### config.mk
export PLATFORM = sky130hd
export DESIGN_NAME = servo_lid_ramp_sequencer_top
export DESIGN_NICKNAME = d
export VERILOG_FILES = /design/src/design/slrs_pkg.sv /design/src/design/slrs_step.sv /design/src/design/servo_lid_ramp_sequencer_top.sv
export SDC_FILE = /design/constraint.sdc
export NUM_CORES = 1
export LEC_CHECK = 0
export ABC_AREA = 1
export BUFFER_PORTS_ARGS = -buffer_cell sky130_fd_sc_hd__buf_4
export CORE_ASPECT_RATIO = 1.75
export CORE_UTILIZATION = 40
export DETAILED_ROUTE_END_ITERATION = 10
export GPL_ROUTABILITY_DRIVEN = 0
export PLACE_DENSITY = 0.63
export SYNTH_ARGS = -nofsm -noshare
export SYNTH_HDL_FRONTEND = slang
export SYNTH_SLANG_ARGS = --single-unit
### constraint.sdc
create_clock -name i_clk -period 15.4 [get_ports i_clk]
set_input_delay 1.54 -clock i_clk [delete_from_list [all_inputs] [get_ports i_clk]]
set_output_delay 1.54 -clock i_clk [all_outputs]
set_load 0.01 [all_outputs]
### src/design/slrs_pkg.sv
// Shared types, register map, codes and the duty conversion of the servo lid sequencer.
// It depends on nothing. The step logic and the top level both import it.
package slrs_pkg;

    // Angle limit and duty scaling.
    localparam logic [7:0]  ANGLE_MAX       = 8'd180;
    localparam logic [15:0] DUTY_MIN        = 16'd3276;
    localparam int          DUTY_MAX        = 6553;
    localparam int          DUTY_ANGLE_SPAN = 180;
    localparam int          DUTY_SHIFT      = 16;
    // Rounded-up reciprocal of 180 times the duty span, scaled by 2^16.
    // It is exact for every 8-bit angle.
    localparam int          DUTY_RECIP_INT  =
        ((DUTY_MAX - 3276) * (1 << DUTY_SHIFT) + DUTY_ANGLE_SPAN - 1) / DUTY_ANGLE_SPAN;
    localparam logic [20:0] DUTY_RECIP      = 21'(DUTY_RECIP_INT);

    // Register reset values.
    localparam logic [7:0]  CLOSED_RESET = 8'd0;
    localparam logic [7:0]  OPEN_RESET   = 8'd90;
    localparam logic [7:0]  STEP_RESET   = 8'd5;
    localparam logic [15:0] DELAY_RESET  = 16'd20;
    localparam logic [19:0] HOLD_RESET   = 20'(5 * 60 * 1000);

    // Register indexes on the configuration port.
    localparam int          ADDR_W       = 5;
    localparam logic [2:0]  REG_CLOSED   = 3'd0;
    localparam logic [2:0]  REG_OPEN     = 3'd1;
    localparam logic [2:0]  REG_STEP     = 3'd2;
    localparam logic [2:0]  REG_DELAY    = 3'd3;
    localparam logic [2:0]  REG_HOLD     = 3'd4;

    // Input function codes.
    localparam logic [1:0]  FN_TICK      = 2'd0;
    localparam logic [1:0]  FN_NOTIFY    = 2'd1;
    localparam logic [1:0]  FN_MANUAL    = 2'd2;

    // Status codes.
    localparam logic [1:0]  ST_NONE      = 2'd0;
    localparam logic [1:0]  ST_STARTED   = 2'd1;
    localparam logic [1:0]  ST_INVALID   = 2'd2;
    localparam logic [1:0]  ST_LATE      = 2'd3;

    // Phase codes as seen on the result.
    localparam logic [1:0]  PH_IDLE      = 2'd0;
    localparam logic [1:0]  PH_OPENING   = 2'd1;
    localparam logic [1:0]  PH_HOLDING   = 2'd2;
    localparam logic [1:0]  PH_CLOSING   = 2'd3;

    typedef enum logic [3:0] {
        PHS_IDLE    = 4'b0001,
        PHS_OPENING = 4'b0010,
        PHS_HOLDING = 4'b0100,
        PHS_CLOSING = 4'b1000
    } t_phase;

    typedef struct packed {
        logic [7:0]  closed_angle;
        logic [7:0]  open_angle;
        logic [7:0]  step_size;
        logic [15:0] step_delay_ms;
        logic [19:0] manual_hold_ms;
    } t_cfg;

    typedef struct packed {
        t_phase      phase;
        logic [7:0]  angle;
        logic        is_manual;
        logic        manual_pending;
        logic [15:0] step_timer;
        logic [19:0] hold_timer;
    } t_state;

    // Encodes the one-hot phase into the result's phase code.
    function automatic logic [1:0] f_phase_code(t_phase ph);
        logic [1:0] code;
        unique case (ph)
            PHS_IDLE:    code = PH_IDLE;
            PHS_OPENING: code = PH_OPENING;
            PHS_HOLDING: code = PH_HOLDING;
            PHS_CLOSING: code = PH_CLOSING;
            default:     code = PH_IDLE;
        endcase
        return code;
    endfunction

    // Duty for an angle: angle * 3277 / 180 + 3276, by reciprocal multiply.
    function automatic logic [15:0] f_duty(logic [7:0] angle);
        logic [28:0] prod;
        prod = 29'(angle) * 29'(DUTY_RECIP);
        return 16'(prod[28:DUTY_SHIFT]) + DUTY_MIN;
    endfunction

endpackage

### src/design/slrs_step.sv
// Next-state and result logic of the servo lid sequencer for one input beat.
// It depends on slrs_pkg for the state, register and code definitions.
module slrs_step
    import slrs_pkg::*;
(
    input  t_state      i_state,
    input  t_cfg        i_cfg,
    input  logic [1:0]  i_func,
    input  logic [10:0] i_now_minute,
    input  logic        i_window_valid,
    input  logic [10:0] i_window_start,
    input  logic [10:0] i_window_end,
    output t_state      o_state,
    output logic [1:0]  o_status,
    output logic [15:0] o_duty
);

    // Window check: none when usable, else the refusal code.
    function automatic logic [1:0] f_window(logic [10:0] now, logic valid,
                                            logic [10:0] ws, logic [10:0] we);
        logic [11:0] sum;
        logic [10:0] half;
        logic [1:0]  code;
        sum  = 12'(ws) + 12'(we);
        half = sum[11:1];
        if (!valid) begin
            code = ST_INVALID;
        end else if (now >= half || now >= we) begin
            code = ST_LATE;
        end else begin
            code = ST_NONE;
        end
        return code;
    endfunction

    function automatic logic [7:0] f_step_amt(t_cfg c);
        return (c.step_size == 8'd0) ? 8'd1 : c.step_size;
    endfunction

    // One step toward the open angle, clipped there.
    function automatic logic [7:0] f_up(logic [7:0] a, t_cfg c);
        logic [8:0] sum;
        sum = 9'(a) + 9'(f_step_amt(c));
        return (sum > 9'(c.open_angle)) ? c.open_angle : sum[7:0];
    endfunction

    // One step toward the closed angle, clipped there.
    function automatic logic [7:0] f_down(logic [7:0] a, t_cfg c);
        logic [7:0] s;
        logic [7:0] d;
        s = f_step_amt(c);
        d = (a >= s) ? a - s : 8'd0;
        return (d < c.closed_angle) ? c.closed_angle : d;
    endfunction

    function automatic t_state f_hold(t_state s, t_cfg c);
        t_state n;
        n            = s;
        n.phase      = PHS_HOLDING;
        n.step_timer = 16'd0;
        n.hold_timer = s.is_manual ? c.manual_hold_ms : 20'd0;
        return n;
    endfunction

    function automatic t_state f_open(t_state s, logic manual, t_cfg c);
        t_state n;
        n           = s;
        n.is_manual = manual;
        n.angle     = c.closed_angle;
        if (c.closed_angle < c.open_angle) begin
            n.angle      = f_up(c.closed_angle, c);
            n.step_timer = c.step_delay_ms;
            n.phase      = PHS_OPENING;
        end else begin
            n = f_hold(n, c);
        end
        return n;
    endfunction

    // Ends a cycle and starts a latched manual cycle if one waits.
    function automatic t_state f_finish(t_state s, t_cfg c);
        t_state n;
        n            = s;
        n.phase      = PHS_IDLE;
        n.is_manual  = 1'b0;
        n.step_timer = 16'd0;
        n.hold_timer = 20'd0;
        if (s.manual_pending) begin
            n.manual_pending = 1'b0;
            n = f_open(n, 1'b1, c);
        end
        return n;
    endfunction

    function automatic t_state f_close(t_state s, t_cfg c);
        t_state n;
        n            = s;
        n.hold_timer = 20'd0;
        if (s.angle > c.closed_angle) begin
            n.angle      = f_down(s.angle, c);
            n.step_timer = c.step_delay_ms;
            n.phase      = PHS_CLOSING;
        end else begin
            n = f_finish(n, c);
        end
        return n;
    endfunction

    logic [1:0] win_code;
    logic [1:0] fin_status;
    logic [1:0] close_status;
    logic       step_due;

    assign win_code     = f_window(i_now_minute, i_window_valid, i_window_start,
                                   i_window_end);
    assign fin_status   = i_state.manual_pending ? ST_STARTED : ST_NONE;
    assign close_status = (i_state.angle > i_cfg.closed_angle) ? ST_NONE : fin_status;
    assign step_due     = (i_state.step_timer <= 16'd1);

    // Phase sequencing for one beat.
    always_comb begin
        o_state  = i_state;
        o_status = ST_NONE;
        unique case (i_state.phase)
            PHS_IDLE: begin
                if (i_func == FN_NOTIFY) begin
                    if (win_code != ST_NONE) begin
                        o_status = win_code;
                    end else begin
                        o_state  = f_open(i_state, 1'b0, i_cfg);
                        o_status = ST_STARTED;
                    end
                end else if (i_func == FN_MANUAL) begin
                    o_state  = f_open(i_state, 1'b1, i_cfg);
                    o_status = ST_STARTED;
                end
            end
            PHS_OPENING: begin
                if (i_func == FN_TICK) begin
                    if (step_due) begin
                        if (i_state.angle < i_cfg.open_angle) begin
                            o_state.angle      = f_up(i_state.angle, i_cfg);
                            o_state.step_timer = i_cfg.step_delay_ms;
                        end else begin
                            o_state = f_hold(i_state, i_cfg);
                        end
                    end else begin
                        o_state.step_timer = i_state.step_timer - 16'd1;
                    end
                end else if (i_func == FN_MANUAL && !i_state.is_manual) begin
                    o_state.manual_pending = 1'b1;
                end
            end
            PHS_HOLDING: begin
                if (i_func == FN_TICK) begin
                    if (i_state.is_manual) begin
                        if (i_state.hold_timer <= 20'd1) begin
                            o_state  = f_close(i_state, i_cfg);
                            o_status = close_status;
                        end else begin
                            o_state.hold_timer = i_state.hold_timer - 20'd1;
                        end
                    end else if (win_code != ST_NONE) begin
                        o_state  = f_close(i_state, i_cfg);
                        o_status = close_status;
                    end
                end else if (i_func == FN_NOTIFY) begin
                    o_state  = f_close(i_state, i_cfg);
                    o_status = close_status;
                end else if (i_func == FN_MANUAL && !i_state.is_manual) begin
                    o_state.manual_pending = 1'b1;
                end
            end
            PHS_CLOSING: begin
                if (i_func == FN_TICK) begin
                    if (step_due) begin
                        if (i_state.angle > i_cfg.closed_angle) begin
                            o_state.angle      = f_down(i_state.angle, i_cfg);
                            o_state.step_timer = i_cfg.step_delay_ms;
                        end else begin
                            o_state  = f_finish(i_state, i_cfg);
                            o_status = fin_status;
                        end
                    end else begin
                        o_state.step_timer = i_state.step_timer - 16'd1;
                    end
                end else if (i_func == FN_MANUAL && !i_state.is_manual) begin
                    o_state.manual_pending = 1'b1;
                end
            end
            default: begin
                o_state = i_state;
            end
        endcase
    end

    // Duty of the angle after this beat.
    assign o_duty = f_duty(o_state.angle);

endmodule

### src/design/servo_lid_ramp_sequencer_top.sv
// Servo lid ramp sequencer: an accepted input beat reaches the output register as its result
// beat in the next cycle. Throughput is one beat per cycle, set by the single
// registered pass through the step logic; a new beat enters while a result waits only if
// that result is taken in the same cycle, so a stalled result holds off the input.
// Synchronous active-low reset restores the register defaults, the closed idle state and an
// empty output register.
// Depends on slrs_pkg and slrs_step.
module servo_lid_ramp_sequencer_top
    import slrs_pkg::*;
(
    input  logic              i_clk,
    input  logic              i_rst_n,
    // Configuration port.
    input  logic              psel,
    input  logic              penable,
    input  logic              pwrite,
    input  logic [ADDR_W-1:0] paddr,
    input  logic [31:0]       pwdata,
    output logic [31:0]       prdata,
    output logic              pready,
    // Input channel.
    input  logic              i_in_valid,
    output logic              o_in_ready,
    input  logic [1:0]        i_func,
    input  logic [10:0]       i_now_minute,
    input  logic              i_window_valid,
    input  logic [10:0]       i_window_start,
    input  logic [10:0]       i_window_end,
    // Result channel.
    output logic              o_out_valid,
    input  logic              i_out_ready,
    output logic [15:0]       o_duty,
    output logic              o_drive_enabled,
    output logic [1:0]        o_phase,
    output logic [1:0]        o_status
);

    t_cfg        r_cfg;
    t_state      r_state;
    t_state      n_state;
    logic [1:0]  n_status;
    logic [15:0] n_duty;
    logic        r_out_valid;
    logic [15:0] r_duty;
    logic        r_drive_enabled;
    logic [1:0]  r_phase;
    logic [1:0]  r_status;
    logic        in_fire;
    logic        cfg_write;
    logic [2:0]  cfg_index;
    logic [7:0]  wdata_angle;

    assign pready     = 1'b1;
    assign cfg_write  = psel && penable && pwrite;
    assign cfg_index  = paddr[ADDR_W-1:2];
    assign o_in_ready = !r_out_valid || i_out_ready;
    assign in_fire    = i_in_valid && o_in_ready;

    // Angle writes saturate at the angle limit.
    assign wdata_angle = (pwdata[7:0] > ANGLE_MAX) ? ANGLE_MAX : pwdata[7:0];

    // Configuration registers.
    always_ff @(posedge i_clk) begin
        if (!i_rst_n) begin
            r_cfg.closed_angle   <= CLOSED_RESET;
            r_cfg.open_angle     <= OPEN_RESET;
            r_cfg.step_size      <= STEP_RESET;
            r_cfg.step_delay_ms  <= DELAY_RESET;
            r_cfg.manual_hold_ms <= HOLD_RESET;
        end else if (cfg_write) begin
            unique case (cfg_index)
                REG_CLOSED: r_cfg.closed_angle   <= wdata_angle;
                REG_OPEN:   r_cfg.open_angle     <= wdata_angle;
                REG_STEP:   r_cfg.step_size      <= pwdata[7:0];
                REG_DELAY:  r_cfg.step_delay_ms  <= pwdata[15:0];
                REG_HOLD:   r_cfg.manual_hold_ms <= pwdata[19:0];
                default: begin
                    r_cfg <= r_cfg;
                end
            endcase
        end
    end

    // Register read-back.
    always_comb begin
        unique case (cfg_index)
            REG_CLOSED: prdata = 32'(r_cfg.closed_angle);
            REG_OPEN:   prdata = 32'(r_cfg.open_angle);
            REG_STEP:   prdata = 32'(r_cfg.step_size);
            REG_DELAY:  prdata = 32'(r_cfg.step_delay_ms);
            REG_HOLD:   prdata = 32'(r_cfg.manual_hold_ms);
            default:    prdata = 32'd0;
        endcase
    end

    // Sequencing logic for the beat on the input ports.
    slrs_step u_step (
        .i_state        (r_state),
        .i_cfg          (r_cfg),
        .i_func         (i_func),
        .i_now_minute   (i_now_minute),
        .i_window_valid (i_window_valid),
        .i_window_start (i_window_start),
        .i_window_end   (i_window_end),
        .o_state        (n_state),
        .o_status       (n_status),
        .o_duty         (n_duty)
    );

    // Sequencer state advances on each accepted beat.
    always_ff @(posedge i_clk) begin
        if (!i_rst_n) begin
            r_state.phase          <= PHS_IDLE;
            r_state.angle          <= CLOSED_RESET;
            r_state.is_manual      <= 1'b0;
            r_state.manual_pending <= 1'b0;
            r_state.step_timer     <= 16'd0;
            r_state.hold_timer     <= 20'd0;
        end else if (in_fire) begin
            r_state <= n_state;
        end
    end

    // Output register.
    always_ff @(posedge i_clk) begin
        if (!i_rst_n) begin
            r_out_valid <= 1'b0;
        end else if (in_fire) begin
            r_out_valid <= 1'b1;
        end else if (i_out_ready) begin
            r_out_valid <= 1'b0;
        end
    end

    always_ff @(posedge i_clk) begin
        if (in_fire) begin
            r_duty          <= n_duty;
            r_drive_enabled <= (n_state.phase != PHS_IDLE);
            r_phase         <= f_phase_code(n_state.phase);
            r_status        <= n_status;
        end
    end

    assign o_out_valid     = r_out_valid;
    assign o_duty          = r_duty;
    assign o_drive_enabled = r_drive_enabled;
    assign o_phase         = r_phase;
    assign o_status        = r_status;

    // The lid angle never leaves the servo range.
    a_angle_range: assert property (@(posedge i_clk) disable iff (!i_rst_n)
        r_state.angle <= ANGLE_MAX)
        else $error("lid angle above limit");

    // A latched manual request only waits behind a running automatic cycle.
    a_pending_auto: assert property (@(posedge i_clk) disable iff (!i_rst_n)
        r_state.manual_pending |-> (!r_state.is_manual && r_state.phase != PHS_IDLE))
        else $error("manual request latched outside an automatic cycle");

    // A started cycle always leaves the block busy.
    a_started_busy: assert property (@(posedge i_clk) disable iff (!i_rst_n)
        (r_out_valid && r_status == ST_STARTED) |-> (r_phase != PH_IDLE && r_drive_enabled))
        else $error("cycle started but phase is idle");

endmodule
# Word level (Yosys, flattened, before mapping)
# Cells that the tools add are included.
# Widths: inputs -> output; s select.
# word_totals
reg_bits	132
inputBits	80
out_inout_bits	56
# op_classes
n_addsub	7
mul	1
order_cmp	12
eq_ne	29
mux	70
bitwise_logic	2
reduce_logical	25
# op_table
op	count
$mux 50	6
$mux 20	10
$pmux 50 s4	1
$mux 36	3
$pmux 20 s5	1
$mux 16	5
$mux 8	8
$mux 49	1
$mux 13	3
$mux 2	15
$mux 30	1
$mux 14	2
$lt 8x8->1	3
$mul 8x16->24 const B	1
$ge 11x11->1	2
$le 20x1->1 const B	1
$sub 20x1->20 const B	1
$add 8x8->9	2
$gt 9x8->1	2
$le 16x1->1 const B	1
$reduce_and 8->1	2
$sub 16x1->16 const B	1
$add 13x12->14 const B	1
$reduce_and 13->1	1
other kinds (38)	72

# Depth between registers and ports, before layout
# Gate-level depths: netlist of run 1.
# depth
ltp_word	14
depth_mapped	54
mapped_depth_nobuf	54

# Hierarchy
# From an unflattened synthesis of run 1, not the netlist that was laid out.
# hier_totals
cells_unflattened	2398
hier_area_um2	15924.0
# modules_own_cells
module	instances	cells_per_inst	area_each_um2
slrs_step	1	1774	10716.5
servo_lid_ramp_sequencer_top	1	624	5207.5

# Worst setup path after synthesis of run 1
# OpenSTA, ideal clock, no wires.
# synth_timing
path_type	input-to-reg
start	input i_window_end[0]
end	register r_duty[10] (netlist: o_duty[10]), data pin
setup_time_ps	263
t_arrival_ps	8532
setup_slack_ps	6605
cell_stages	46
path_buffers	0
path_cell_list	nand2_1 inv_1 fa_1 a21oi_1 o21bai_1 a21oi_1 nor2_1 nor2_1 nor2_1 nor2_1 nor2_1 nor2_1 nor2_1 o21ai_0 nand2_1 xnor2_1 ha_1 nand2_1 [10 not listed] inv_1 ha_1 ha_1 fa_1 fa_1 ha_1 nand2_1 nor4b_1 nand2_2 nand2_2 nand2_1 and2_1 ha_1 a21oi_1 nand2_2 nand2_2 nand2_2 xor2_1
# synth_rtl
item	line_no	rtl
from (decl)	servo_lid_ramp_sequencer_top.sv:28	input logic [10:0] i_window_end,
to (signal assigned)	servo_lid_ramp_sequencer_top.sv:137	r_duty <= n_duty;
to (decl)	servo_lid_ramp_sequencer_top.sv:44	logic [15:0] r_duty;

==> results.sh, run 1 <==
export IMPL_status="complete, but fails checks"
export IMPL_violations="design-rule violations"
export IMPL_grt_pass1_wl_um=70380
export IMPL_gr_total_overflow=0
export IMPL_cp_max_fo=7
export IMPL_synth_seq_cells=130
export IMPL_io_buffers=106
export IMPL_hold_depth=2
export IMPL_grt_max_degree=63
export IMPL_clk_insertion_delay_late_ns=0.45
export IMPL_dp_cells=2343
export IMPL_holdWs_ns=0.4864
export IMPL_powerDensity_nw_per_um2=144.2
export IMPL_synth_cells=1876
export IMPL_cp_start_kind="input pin"
export IMPL_syn_area_sq_um=12990
export IMPL_nets=2225
export IMPL_cap_viol_max_count=0
export IMPL_crit_path_end_kind="flip-flop"
export IMPL_holdBufCountCts=0
export IMPL_drtIter0Drc=939
export IMPL_die_area_sq_um=33230
export IMPL_drive_gt1_share_pct=11.49
export IMPL_finalPower_mw=2.126
export IMPL_dpl_cell_area_sq_um=14110
export IMPL_min_to="r_state[30]"
export IMPL_wirelength_um=45180
export IMPL_path_common_cell="nand2_1"
export IMPL_cts_resized=0
export IMPL_drc=30
export IMPL_cts_buffers=17
export IMPL_syn_mean_instance_area_sq_um=6.926
export IMPL_p_int_mw=1.140
export IMPL_r2r_setup_slack_ns=6.14
export IMPL_start_util_pct=40.46
export IMPL_cts_sink_count=130
export IMPL_diodes=0
export IMPL_wl_per_cell_um=19.02
export IMPL_fin_worst_skew_ns=0.01225
export IMPL_cts_tree="yes"
export IMPL_seq_power_share_pct=20.4
export IMPL_combPwrFrac_pct=58.3
export IMPL_reg2reg_depth=45
export IMPL_die_h_um=240.4
export IMPL_max_slew_margin_pct=31.84
export IMPL_min_period_ns=10.03
export IMPL_tightest_slew_ns=1.015
export IMPL_ys_seq_area_share_pct=21.49
export IMPL_critical_path_required_ns=15.60
export IMPL_fmax_mhz=99.70
export IMPL_async_reset_ff_share_pct=0
export IMPL_synth_edf_count=19
export IMPL_cts_setup_buffers=0
export IMPL_r2r_start="r_cfg[37]"
export IMPL_die_x_um=138.2
export IMPL_min_from="r_cfg[30]"
export IMPL_max_vdd_ir_drop_v=0.0001737
export IMPL_ant_nets=0
export IMPL_finalCritPeriodShare_pct=65.13
export IMPL_grt_pass1_vias=13515
export IMPL_core_sq_um=32110
export IMPL_vias_per_cell=5.732
export IMPL_cts_buffer_depth=2
export IMPL_switching_share_pct=46.38
export IMPL_crit_type="input pin to flip-flop"
export IMPL_crit_path_top_delay_cell="fa_1"
export IMPL_fin_tns_setup_ns=0
export IMPL_crit_arrival_ns=10.23
export IMPL_min_path_type="flip-flop to flip-flop"
export IMPL_areaGrowthSynthToFinish_pct=13.51
export IMPL_antenna_found_initial=0
export IMPL_num_rows=87
export IMPL_r2r_end="o_duty[10]"
export IMPL_fin_area_sq_um=14750
export IMPL_synth_cell_types=64
export IMPL_clk_pin_slew_ns=0.06
export IMPL_max_stage_delay_ns=0.50
export IMPL_setup_viol=0
export IMPL_synth_ff_type="dfxtp_1"
export IMPL_finalHoldViolations=0
export IMPL_dr_pass1_iters=9
export IMPL_grt_usage_pct=27.49
export IMPL_grt_setup_unrepaired="no"
export IMPL_htreeDepth=4
export IMPL_io_pins=136
export IMPL_p_sw_mw=0.9863
export IMPL_root_buffer="clkbuf_16"
export IMPL_fin_cells=2375
export IMPL_hpwl_um=35320
export IMPL_clkPwrFrac_pct=21.3
export IMPL_synth_yosys_warnings=0
export IMPL_slew_violations=0
export IMPL_vias=13614
export IMPL_power_leakage_nw=7.165
==> kinds of logic (layout without fill, tap and decap cells) <==
kind of cell	after synthesis	count (layout)	share of synthesized area, %
AND/OR/NAND/NOR	607	607	20.71
AO/OA/AOI/OAI	546	546	24.48
buffers and inverters	355	441	10.90
adder cells (fa/ha/maj)	183	183	18.72
flip-flops	130	130	21.49
XOR/XNOR	53	53	3.631
other	2	15	0.05780
==> flip-flops by register name (all words and copies together), names as in the netlist <==
signal           count
o_drive_enabled      1
o_duty              14
o_phase              2
o_out_valid          1
r_cfg               60
o_status             2
r_state             50
==> layout make-up <==
cell class / count / area (sq um)
clock buffer: 18 / 429.2
clock inverter: 14 / 211.5
multi-input combinational: 1404 / 8832
sequential: 130 / 2793
fill: 3270 / 17360
timing repair buffer: 119 / 893.4
tap: 400 / 500.5
inverter: 290 / 1089
==> metrics by stage <==
step	util (%)	setup WS, ns
finish	45.93	5.369
global placement	43.93	5.071
CTS	45.93	5.412
global route	45.93	4.594
detailed placement	43.93	4.957
floorplan	-	6.605
==> worst max-delay path: cells and delay by family <==
family | cells | cell delay [ns]
adder cells (fa/ha/maj) | 8 | 2.86
AND/OR/NAND/NOR | 22 | 2.58
AO/OA/AOI/OAI | 11 | 2.24
buffers and inverters | 4 | 0.66
XOR/XNOR | 2 | 0.31
==> power by group through the flow <==
stage / registers, mW / logic [mW] / clock network [mW]
after CTS: 0.433 / 1.24 / 0.456
final: 0.434 / 1.24 / 0.453
after global routing: 0.437 / 1.40 / 0.470
after detailed placement: 0.440 / 1.23 / 0
after global placement: 0.440 / 1.20 / 0
after floorplan: 0.446 / 0.890 / 0
==> worst max-delay path by stage <==
stage                     slack [ns]       startpoint  cells after the start    endpoint
after floorplan                 6.61  i_window_end[0]                     46  o_duty[10]
after global placement          5.07  i_window_end[0]                     46  o_duty[10]
after detailed placement        4.96  i_window_end[0]                     47  o_duty[10]
after CTS                       5.41  i_window_end[0]                     47  o_duty[10]
after global routing            4.59  i_window_end[0]                     48  o_duty[10]
final                           5.37  i_window_end[0]                     47  o_duty[10]
==> cells in the mapped netlist, types with 25 or more instances <==
cell type	n	area, sq um
nand3_1	59	295.3
ha_1	164	2052
a21oi_1	203	1016
nand2_2	27	168.9
clkbuf_1	41	153.9
inv_1	271	1017
o211ai_1	33	247.7
nand2_1	298	1119
nor2_1	143	536.8
dfxtp_1	111	2222
o22ai_1	25	156.4
o21ai_0	178	890.9
xor2_1	35	306.5
==> layout by cell type (no fill, tap or decap), types with 4 or more instances in the layout <==
master     instances
o21a_1             7
conb_1            15
xor2_1            35
o32ai_1            6
nand3_2            6
clkinv_1           6
clkbuf_16         17
edfxtp_1          19
nor4_1             5
nand3b_1           5
nand2_1          298
buf_4            119
bufinv_16          5
inv_2             15
and3_1             5
nand3_1           59
o21ai_0          178
o221a_2            5
a221oi_1          14
a31oi_1            9
o21ai_1            4
o21bai_1           9
dfxtp_1          111
inv_1            271
ha_1             164
xnor2_1           17
o22ai_1           25
o221ai_1           9
o211ai_1          33
a211oi_1          19
nand2_2           27
fa_1              19
nor2_2            10
nor3_1            18
o2111ai_1          4
nand4_1           14
nor2_1           143
a21oi_1          203
==> per-layer routing <==
| metal | wire length (um) | global-route usage [%] | share of wire, % |
|---|---|---|---|
| met1 | 15140 | 24.85 | 34 |
| met2 | 23960 | 53.20 | 53 |
| met3 | 2274 | 4.282 | 5.0 |
| met4 | 3813 | 24.11 | 8.4 |
| met5 | 0 | 0 | 0 |
Note: power is estimated with default switching activity, not from simulation.
==> run 2, diff against run 1 <==
==> constraint.sdc (replaced) <==
create_clock -name i_clk -period 10.2 [get_ports i_clk]
set_input_delay 1.02 -clock i_clk [delete_from_list [all_inputs] [get_ports i_clk]]
set_output_delay 1.02 -clock i_clk [all_outputs]
set_load 0.01 [all_outputs]
==> run 2 against run 1 <==
Against the previous run:
- non-clock buffer count increased by 2
- sequential cell count stayed put
- combinational power rose by 50%
- via count is 0.45% lower
- final area down 0.20%
- sequential power up 51%
- highest routed layer unchanged
- power rose by 48%
- largest cell class unchanged
- register-to-register slack got worse by 5.2 ns
- cell count about the same
- the flow still finishes with violations (design-rule violations)
==> results.sh, run 2 (synthesis results as in run 1) <==
export IMPL_status="complete, but fails checks"
export IMPL_violations="design-rule violations"
export IMPL_max_stage_delay_ns=0.50
export IMPL_hpwl_um=35500
export IMPL_die_area_sq_um=33230
export IMPL_dr_pass1_iters=8
export IMPL_ant_nets=0
export IMPL_fin_area_sq_um=14720
export IMPL_power_leakage_nw=7.157
export IMPL_root_buffer="clkbuf_16"
export IMPL_vias=13553
export IMPL_cts_buffers=17
export IMPL_vias_per_cell=5.702
export IMPL_fin_tns_setup_ns=0
export IMPL_min_period_ns=9.276
export IMPL_drive_gt1_share_pct=11.73
export IMPL_io_buffers=106
export IMPL_dpl_cell_area_sq_um=14120
export IMPL_grt_usage_pct=27.82
export IMPL_gr_total_overflow=0
export IMPL_finalHoldViolations=0
export IMPL_grt_pass1_vias=13550
export IMPL_finalCritPeriodShare_pct=90.94
export IMPL_fin_worst_skew_ns=0.01191
export IMPL_max_vdd_ir_drop_v=0.0002967
export IMPL_drc=30
export IMPL_htreeDepth=4
export IMPL_start_util_pct=40.46
export IMPL_clk_insertion_delay_late_ns=0.44
export IMPL_route_met3_wl_um=2184
export IMPL_num_rows=87
export IMPL_fin_util_pct=45.84
export IMPL_crit_type="flip-flop to flip-flop"
export IMPL_drtIter0Drc=918
export IMPL_clk_pin_slew_ns=0.06
export IMPL_max_slew_margin_pct=35.08
export IMPL_die_h_um=240.4
export IMPL_tightest_slew_ns=0.9663
export IMPL_layout_common_cells="nand2_1, inv_1, a21oi_1"
export IMPL_cts_setup_buffers=0
export IMPL_cts_tree="yes"
export IMPL_largest_reg_flops=60
export IMPL_highest_layer="met4"
export IMPL_wl_met2_um=23900
export IMPL_wl_per_cell_um=19.17
export IMPL_largest_register="r_cfg"
export IMPL_io_pins=136
export IMPL_critical_path_required_ns=10.40
export IMPL_crit_path_top_delay_cell="fa_1"
export IMPL_cts_sink_count=130
export IMPL_crit_arrival_ns=9.48
export IMPL_fin_ws_ns=0.9241
export IMPL_min_path_type="flip-flop to flip-flop"
export IMPL_wl_met1_um=15510
export IMPL_die_x_um=138.2
export IMPL_post_place_ws_ns=0.6001
export IMPL_areaGrowthSynthToFinish_pct=13.29
export IMPL_wirelength_um=45580
export IMPL_cts_resized=0
export IMPL_holdBufCountCts=0
export IMPL_antenna_found_initial=0
export IMPL_mostFrequentLayoutCell="nand2_1"
export IMPL_diodes=0
export IMPL_crit_path_end_kind="flip-flop"
export IMPL_holdWs_ns=0.4947
export IMPL_cts_buffer_depth=2
export IMPL_nets=2227
export IMPL_cap_viol_max_count=0
export IMPL_grt_pass1_wl_um=71400
export IMPL_powerDensity_nw_per_um2=214.1
export IMPL_slew_violations=0
export IMPL_fmax_mhz=107.8
export IMPL_grt_setup_unrepaired="no"
export IMPL_core_sq_um=32110
export IMPL_cp_max_fo=10
export IMPL_grt_max_degree=63
export IMPL_cp_start_kind="flip-flop"
export IMPL_path_common_cell="nand2_1"
export IMPL_setup_viol=0
-- run 2: cell types whose count changed in the layout (fill, tap and decap cells not counted) --
cell	before	now
clkinv_4	2	5
clkinv_2	1	0
bufinv_16	5	2
clkbuf_1	1	0
clkbuf_2	0	1
clkinv_1	6	4
buf_4	119	121
inv_6	1	3
clkbuf_8	0	1
-- run 2: per-stage QoR --
step                total power, mW  std cells
finish                        3.152       2377
global route                  3.418       2377
CTS                           3.152       2377
detailed placement            2.514       2345
global placement              2.469       2345
floorplan                     2.018       1889
-- run 2: where the power goes --
part / internal [mW] / switching, mW / total, mW
clock network: 0.371 / 0.262 / 0.633
registers: 0.621 / 0.0345 / 0.655
logic: 0.667 / 1.20 / 1.86
total: 1.66 / 1.49 / 3.15
-- run 2: final cells by class --
| type | count | area [sq um] |
|---|---|---|
| fillers | 3277 | 17390 |
| clock inverters | 13 | 152.6 |
| multi-input cells | 1404 | 8832 |
| repair buffers | 121 | 908.4 |
| clock buffers | 19 | 444.2 |
| flip-flops and latches | 130 | 2793 |
| inverters | 290 | 1089 |
| well taps | 400 | 500.5 |
-- run 2: path summary, 6_finish.rpt --
| kind | startpoint | endpoint | slack, ns | cells after the start |
|---|---|---|---|---|
| min reg2reg | r_state[1] | r_state[1] | 0.49 | 2 |
| max reg2reg | r_cfg[37] | o_duty[12] | 0.92 | 45 |
| min | r_state[1] | r_state[1] | 0.49 | 2 |
| max | r_cfg[37] | o_duty[12] | 0.92 | 45 |
-- run 2: metal layers --
layer | vias up | global-route usage, %
met4 | 0 | 23.87
met3 | 205 | 4.063
met1 | 6290 | 25.68
li1 | 6542 | -
met5 | - | 0
met2 | 516 | 53.60
-- run 2: critical path, delay by kind of cell (launching register included) --
kind,cells,cell delay [ns]
AOI/OAI and AO/OA,12,2.54
adders and majority gates,9,3.17
buffers and inverters,5,0.64
DFF,1,0.42
and+or+nand+nor,19,2.24
